<file path="src/hdl/lruc_pkg.sv">
// Shared types and constants for the LRU key-value cache.
// No dependencies; imported by every module of the block.
package lruc_pkg;

    localparam int KEY_W       = 32;
    localparam int VAL_W       = 32;
    localparam int CAP_W       = 5;
    localparam int ENTRIES_DEF = 16;

    // Capacity after reset
    localparam logic [CAP_W-1:0] CAP_RESET = 5'd16;

    typedef enum logic {
        OP_GET = 1'b0,
        OP_PUT = 1'b1
    } t_op;

    // One request: lookup or store
    typedef struct packed {
        t_op              opcode;
        logic [KEY_W-1:0] key;
        logic [VAL_W-1:0] value;
    } t_req;

    // One response
    typedef struct packed {
        logic             hit;
        logic [VAL_W-1:0] value_out;
        logic             evicted;
        logic [KEY_W-1:0] evicted_key;
    } t_rsp;

    // Per-slot update controls from the cache control
    typedef struct packed {
        logic wr_key;
        logic wr_data;
        logic set_valid;
        logic zero_rec;
        logic inc_rec;
    } t_slot_ctl;

    // Per-slot status towards the cache control
    typedef struct packed {
        logic valid;
        logic match;
        logic oldest;
    } t_slot_stat;

endpackage

</file>
<file path="src/hdl/lruc_slot.sv">
// One entry of the cache: key, data, valid mark and recency rank.
// Depends on lruc_pkg for the control and status structs.
module lruc_slot import lruc_pkg::*; #(
    parameter int REC_W = 4
) (
    input  logic             i_clk,
    input  logic             i_rst_n,
    input  t_slot_ctl        i_ctl,
    input  logic [KEY_W-1:0] i_key,
    input  logic [VAL_W-1:0] i_value,
    input  logic [REC_W-1:0] i_occ_m1,
    output t_slot_stat       o_stat,
    output logic [KEY_W-1:0] o_key,
    output logic [VAL_W-1:0] o_value,
    output logic [REC_W-1:0] o_rec
);

    logic             r_valid;
    logic [REC_W-1:0] r_rec;
    logic [KEY_W-1:0] r_key;
    logic [VAL_W-1:0] r_data;

    // Valid mark and age rank
    always_ff @(posedge i_clk) begin
        if (!i_rst_n) begin
            r_valid <= 1'b0;
            r_rec   <= '0;
        end else begin
            if (i_ctl.set_valid) begin
                r_valid <= 1'b1;
            end
            if (i_ctl.zero_rec) begin
                r_rec <= '0;
            end else if (i_ctl.inc_rec) begin
                r_rec <= r_rec + REC_W'(1);
            end
        end
    end

    // Payload, no reset
    always_ff @(posedge i_clk) begin
        if (i_ctl.wr_key) begin
            r_key <= i_key;
        end
        if (i_ctl.wr_data) begin
            r_data <= i_value;
        end
    end

    // Oldest valid entry holds rank occupancy-1
    assign o_stat.valid  = r_valid;
    assign o_stat.match  = r_valid && (r_key == i_key);
    assign o_stat.oldest = r_valid && (r_rec == i_occ_m1);
    assign o_key         = r_key;
    assign o_value       = r_data;
    assign o_rec         = r_rec;

endmodule

</file>
<file path="src/hdl/lru_key_value_cache_unit.sv">
// Fully associative key-value cache with least-recently-used replacement.
// Depends on lruc_pkg and lruc_slot.
//
// Accepts one get or put request per clock while the response side is not
// stalled and returns one response per request. Each response goes through
// the request and then the response register and holds while stalled.
// Every request does one parallel key compare across all ENTRIES slots and
// one recency-rank update in one pass, which sets the one-request-per-cycle
// rate. Valid marks are cleared by reset at once, so the cache is usable in
// the cycle after reset. A get hit returns the stored value; a miss returns
// hit 0 and value 0. A put of a new key when the cache holds capacity entries
// evicts the least recent entry and reports its key. Capacity (0 acts as 1,
// above ENTRIES acts as ENTRIES) is written through i_cfg_we/i_cfg_wdata; the
// user writes it while the cache is idle; the block does not enforce it.
module lru_key_value_cache_unit import lruc_pkg::*; #(
    parameter int ENTRIES = ENTRIES_DEF
) (
    input  logic             i_clk,
    input  logic             i_rst_n,
    input  logic             i_cfg_we,
    input  logic [CAP_W-1:0] i_cfg_wdata,
    input  logic             i_req_valid,
    input  t_req             i_req,
    output logic             o_req_stall,
    output logic             o_rsp_valid,
    output t_rsp             o_rsp,
    input  logic             i_rsp_stall
);

    localparam int REC_W = $clog2(ENTRIES);
    localparam int OCC_W = $clog2(ENTRIES + 1);
    localparam int CMP_W = (OCC_W > CAP_W) ? OCC_W : CAP_W;

    logic [CAP_W-1:0] r_cap;
    logic [OCC_W-1:0] r_occ;
    logic [OCC_W-1:0] n_occ;
    logic             r_in_valid;
    t_req             r_in;
    logic             r_out_valid;
    t_rsp             r_out;
    t_rsp             n_rsp;

    t_slot_ctl        s_ctl  [ENTRIES];
    t_slot_stat       s_stat [ENTRIES];
    logic [KEY_W-1:0] s_key  [ENTRIES];
    logic [VAL_W-1:0] s_data [ENTRIES];
    logic [REC_W-1:0] s_rec  [ENTRIES];

    logic [ENTRIES-1:0] valid_vec;
    logic [ENTRIES-1:0] match_vec;
    logic [ENTRIES-1:0] oldest_vec;
    logic [ENTRIES-1:0] free_vec;
    logic [ENTRIES-1:0] free_low;
    logic [ENTRIES-1:0] sel_vec;

    logic             adv;
    logic             fire;
    logic             hit;
    logic             is_put;
    logic             full;
    logic             do_touch;
    logic             do_evict;
    logic             do_insert;
    logic [REC_W-1:0] occ_m1;
    logic [REC_W-1:0] found_rec;
    logic [REC_W-1:0] thr;
    logic [VAL_W-1:0] found_data;
    logic [KEY_W-1:0] oldest_key;

    // Handshake: response register frees up or is being taken
    assign adv         = !r_out_valid || !i_rsp_stall;
    assign fire        = r_in_valid && adv;
    assign o_req_stall = r_in_valid && !adv;
    assign o_rsp_valid = r_out_valid;
    assign o_rsp       = r_out;

    // Capacity register
    always_ff @(posedge i_clk) begin
        if (!i_rst_n) begin
            r_cap <= CAP_RESET;
        end else if (i_cfg_we) begin
            r_cap <= i_cfg_wdata;
        end
    end

    // Request register
    always_ff @(posedge i_clk) begin
        if (!i_rst_n) begin
            r_in_valid <= 1'b0;
        end else if (!o_req_stall) begin
            r_in_valid <= i_req_valid;
        end
    end

    always_ff @(posedge i_clk) begin
        if (!o_req_stall && i_req_valid) begin
            r_in <= i_req;
        end
    end

    // Entry slots
    for (genvar g = 0; g < ENTRIES; g++) begin : g_slot
        lruc_slot #(
            .REC_W (REC_W)
        ) u_slot (
            .i_clk    (i_clk),
            .i_rst_n  (i_rst_n),
            .i_ctl    (s_ctl[g]),
            .i_key    (r_in.key),
            .i_value  (r_in.value),
            .i_occ_m1 (occ_m1),
            .o_stat   (s_stat[g]),
            .o_key    (s_key[g]),
            .o_value  (s_data[g]),
            .o_rec    (s_rec[g])
        );
    end

    // Gather slot status; one-hot reads of the hit and oldest entries
    always_comb begin
        found_data = '0;
        oldest_key = '0;
        found_rec  = '0;
        for (int i = 0; i < ENTRIES; i++) begin
            valid_vec[i]  = s_stat[i].valid;
            match_vec[i]  = s_stat[i].match;
            oldest_vec[i] = s_stat[i].oldest;
            found_data    = found_data | ({VAL_W{match_vec[i]}} & s_data[i]);
            found_rec     = found_rec | ({REC_W{match_vec[i]}} & s_rec[i]);
            oldest_key    = oldest_key | ({KEY_W{oldest_vec[i]}} & s_key[i]);
        end
    end

    // Lowest free slot
    assign free_vec = ~valid_vec;
    assign free_low = free_vec & (~free_vec + ENTRIES'(1));

    // Decision for the request in the request register
    assign occ_m1 = REC_W'(r_occ - OCC_W'(1));
    assign hit    = |match_vec;
    assign is_put = (r_in.opcode == OP_PUT);
    assign full   = ((r_cap != '0) && (CMP_W'(r_occ) >= CMP_W'(r_cap)))
                 || ((r_cap == '0) && (r_occ != '0))
                 || (r_occ == OCC_W'(ENTRIES));

    assign do_touch  = fire && hit;
    assign do_evict  = fire && !hit && is_put && full;
    assign do_insert = fire && !hit && is_put && !full;

    assign sel_vec = hit ? match_vec : (full ? oldest_vec : free_low);
    assign thr     = hit ? found_rec : occ_m1;

    // Per-slot controls: chosen slot becomes most recent, younger ones age
    always_comb begin
        for (int i = 0; i < ENTRIES; i++) begin
            s_ctl[i].wr_key    = (do_evict || do_insert) && sel_vec[i];
            s_ctl[i].wr_data   = (do_evict || do_insert || (do_touch && is_put))
                              && sel_vec[i];
            s_ctl[i].set_valid = do_insert && sel_vec[i];
            s_ctl[i].zero_rec  = (do_touch || do_evict || do_insert) && sel_vec[i];
            if (do_touch || do_evict) begin
                s_ctl[i].inc_rec = valid_vec[i] && !sel_vec[i] && (s_rec[i] < thr);
            end else begin
                s_ctl[i].inc_rec = do_insert && valid_vec[i];
            end
        end
    end

    // Occupancy count
    assign n_occ = do_insert ? (r_occ + OCC_W'(1)) : r_occ;

    always_ff @(posedge i_clk) begin
        if (!i_rst_n) begin
            r_occ <= '0;
        end else begin
            r_occ <= n_occ;
        end
    end

    // Response fields
    always_comb begin
        n_rsp.hit         = hit;
        n_rsp.value_out   = (hit && !is_put) ? found_data : '0;
        n_rsp.evicted     = !hit && is_put && full;
        n_rsp.evicted_key = (!hit && is_put && full) ? oldest_key : '0;
    end

    // Response register
    always_ff @(posedge i_clk) begin
        if (!i_rst_n) begin
            r_out_valid <= 1'b0;
        end else if (fire) begin
            r_out_valid <= 1'b1;
        end else if (!i_rsp_stall) begin
            r_out_valid <= 1'b0;
        end
    end

    always_ff @(posedge i_clk) begin
        if (fire) begin
            r_out <= n_rsp;
        end
    end

endmodule

</file>
<file path="config.mk">
export PLATFORM = sky130hd
export DESIGN_NAME = lru_key_value_cache_unit
export DESIGN_NICKNAME = d
export VERILOG_FILES = /design/src/hdl/lruc_pkg.sv /design/src/hdl/lruc_slot.sv /design/src/hdl/lru_key_value_cache_unit.sv
export SDC_FILE = /design/constraint.sdc
export NUM_CORES = 2
export LEC_CHECK = 0
export BUFFER_PORTS_ARGS = -buffer_cell sky130_fd_sc_hd__clkbuf_2
export CAP_MARGIN = 20
export CORE_MARGIN = 1.5
export CORE_UTILIZATION = 45
export CTS_CLUSTER_SIZE = 14
export DETAILED_ROUTE_END_ITERATION = 8
export HOLD_SLACK_MARGIN = 0.03
export PLACE_DENSITY = 0.67
export SLEW_MARGIN = 20
export SYNTH_ARGS = -nofsm -noshare
export SYNTH_HDL_FRONTEND = slang
export SYNTH_SLANG_ARGS = --single-unit
</file>
<file path="constraint.sdc">
create_clock -name i_clk -period 12.55 [get_ports i_clk]
set_clock_uncertainty 0.1 [all_clocks]
set_input_delay 1.255 -clock i_clk [delete_from_list [all_inputs] [get_ports i_clk]]
set_output_delay 1.255 -clock i_clk [all_outputs]
set_load 0.03 [all_outputs]
</file>
==> impl_metrics.ini <==
[run_status]
outcome = complete, no violations

[timing]
rsz0062_at_grt = false
fin_crit_sh_pct = 52.5
report.final.slew_viol_count = 0
hold_ws_ns = 0.398
tightest_slew_ns = 1.33
fmax_mhz = 152
maxSlewHeadroom_pct = 10.4
fin_tns_setup_ns = 0
finalSetupViolCount = 0
period_minus_slack_ns = 6.59
hold_violations = 0

[clock_network]
postCtsSetupBuffers = 0
cts_tree = done
holdBufCountCts = 0
postCtsResizedCells = 0
insertion_delay_ns = 0.82
clock_tree.root_cell = clkbuf_16
clk_path_buf_depth = 3
htreeDepth = 4
cts_made_buffers = 135
cts_num_sinks = 1247
clk_pin_slew_worst_paths_ns = 0.06

[cells_and_area]
fin_nets = 4310
drive_gt1_share_pct = 12.9
syn_to_final_growth_pct = 13.7

[die]
io_pins = 143
start_util_pct = 45.3
core_mm2 = 0.122
die_area_mm2 = 0.125
rows = 128
die_h_um = 353
chipWidth_um = 353

[yosys]
synth_flop_cell = edfxtp_1
synthAdderAreaFrac_pct = 1.11
synth_top_area_cell = edfxtp_1
synth_cells = 4005
synth_area_leaders = edfxtp_1 63%, a22oi_1 5.9%, xor2_1 5.4%
ys_seq_area_share_pct = 66.3
synth_top_area_share_pct = 63.0
synth_edf_count = 1155
synth.yosys.warnings = 0
syn_area_mm2 = 0.0551
synth_top_family_by_area = compound AO/OA/AOI/OAI gates
yosys.area_share.xor_xnor_pct = 9.83
synth_area_per_cell_um2 = 13.8
ys_ff_latch = 1247
ys_async_sr_fraction_pct = 0
synth.distinct_cells = 77
syn_nets = 4120
synthMuxAreaShare_pct = 0.470
synth_compound_area_share_pct = 10.2
synth-simple-area-share_pct = 9.81

[routing]
drc = 0
wire_per_inst_um = 39.0
vias_per_cell = 6.63
firstDrtPassIters = 8
drtIter0Drc = 6552
postRouteAntennaNets = 0
finalWirelength_mm = 231
via_count = 39306

[pwr]
power_density_mw_per_mm2 = 144
ir_drop_mv = 0.146
p_leak_uw = 0.0204
total_power_uw = 9040

[worst_setup_path]
crit_path_max_fanout = 33
crit_arrival_ns = 7.21
crit_type = register to register
worstSetupStartpointType = register
cp-end-kind = register
crit_required_ns = 13.16

[global_route]
grt_max_degree = 46
overflow = 0
grt_pass1_vias = 36081
antenna_found_initial = 13
grt_use_total_pct = 36.6
grt_pass1_wl_mm = 310

[run]
timing.max_cap.violations = 0

[placement]
numPortBuffers = 142
gp_congestion = 1.10
dp_hpwl_mm = 153

[worst_hold_path]
hp-class = register to register
==> state kept, by name, summed over array words and instances, names as in the netlist <==
signal                 cells
r_cap                      5
r_occ                      5
g_slot.u_slot.r_valid     16
g_slot.u_slot.o_key      512
o_rsp                     66
o_rsp_valid                1
g_slot.u_slot.o_value    512
r_in_valid                 1
g_slot.u_slot.o_rec       64
r_in                      64
is_put                     1
==> synthesized netlist by cell type (39+ instances only) <==
master	n
nand4_1	134
nor2_1	251
nand3_1	112
clkbuf_1	120
nor4_1	164
nand2_1	196
dfxtp_1	92
ha_1	40
buf_2	39
xnor2_1	276
a22oi_1	430
edfxtp_1	1155
xor2_1	342
a22o_1	52
inv_1	75
a221oi_1	51
nor3_1	72
==> through the flow <==
step | utilization (%) | instance area [um^2] | setup slack (ns) | instances
after floorplan | - | 55100 | 7.18 | 4005
after global placement | 47.9 | 58200 | 6.40 | 5683
after detailed placement | 47.9 | 58200 | 6.35 | 5683
after CTS | 51.5 | 62600 | 6.29 | 5926
after global routing | 51.5 | 62600 | 5.98 | 5926
final | 51.5 | 62600 | 5.96 | 5930
==> cells in the final DEF, fill, tap and decap left out, drive strengths merged, types with 16 or more instances in the layout <==
| cell type | instances |
|---|---|
| nor4 | 166 |
| nor2 | 252 |
| nand4 | 134 |
| ha | 40 |
| clkinv | 60 |
| nand3 | 112 |
| clkbuf | 312 |
| o211ai | 16 |
| nor3 | 79 |
| nand2 | 196 |
| xnor2 | 276 |
| o21ai | 37 |
| mux2i | 18 |
| a21oi | 37 |
| a31o | 20 |
| edfxtp | 1155 |
| xor2 | 342 |
| a221oi | 51 |
| dfxtp | 92 |
| inv | 78 |
| or4 | 16 |
| or3 | 16 |
| o21a | 22 |
| buf | 122 |
| a22o | 52 |
| a22oi | 430 |
==> critical path: stages (launching register included) <==
cell      delay [ns]
edfxtp_1        0.33
buf_4           0.39
xor2_1          0.21
nor4_1          0.88
nand3_1         0.25
nor4_1          1.03
nor4_1          0.17
nand4_1         0.63
nor2_1          0.18
nor3_4          0.85
ha_1            0.41
o211ai_2        0.07
a31oi_1         0.10
a311o_1         0.41
or3_1           0.37
a21oi_1         0.14
==> path summary, 6_finish.rpt <==
check | from | to | slack [ns] | cells past startpoint
max | r_in[54]$_DFFE_PP_ | g_slot[12].u_slot.o_rec[3]$_SDFFE_PP0P_ | 5.96 | 15
min | r_cap[4]$_SDFFE_PN1P_ | r_cap[4]$_SDFFE_PN1P_ | 0.40 | 2
max reg2reg | r_in[54]$_DFFE_PP_ | g_slot[12].u_slot.o_rec[3]$_SDFFE_PP0P_ | 5.96 | 15
min reg2reg | r_cap[4]$_SDFFE_PN1P_ | r_cap[4]$_SDFFE_PN1P_ | 0.40 | 2
==> metal layers <==
| metal | share of wire [%] | track usage [%] |
|---|---|---|
| met3 | 14 | 12.9 |
| met5 | 0.038 | 0 |
| met4 | 5.8 | 18.1 |
| met2 | 42 | 52.7 |
| met1 | 38 | 49.1 |
==> kinds of logic (layout without fill, tap and decap cells) <==
group	Yosys count	count (layout)
flops	1247	1247
simple gates	1045	1045
fa+ha+maj	51	51
other cells	0	4
xor+xnor	618	618
compound gates	733	733
buf+inv	286	582
mux	25	25
==> power by group <==
group	total (uW)	switching, uW	leakage (uW)	internal (uW)
Sequential	4610	33.8	0.0112	4570
Combinational	471	369	0.00711	102
Clock	3960	1770	0.00211	2190
Total	9040	2180	0.0204	6860
==> area by class of cell <==
class | count | area [um^2]
diodes | 4 | 10.0
clock buffers | 170 | 3540
clock inverters | 73 | 865
fillers | 10188 | 58900
inverters | 75 | 284
multi-input cells | 2472 | 17700
flip-flops and latches | 1247 | 36500
well taps | 1625 | 2030
repair buffers | 264 | 1630
(Power assumes the default switching activity.)
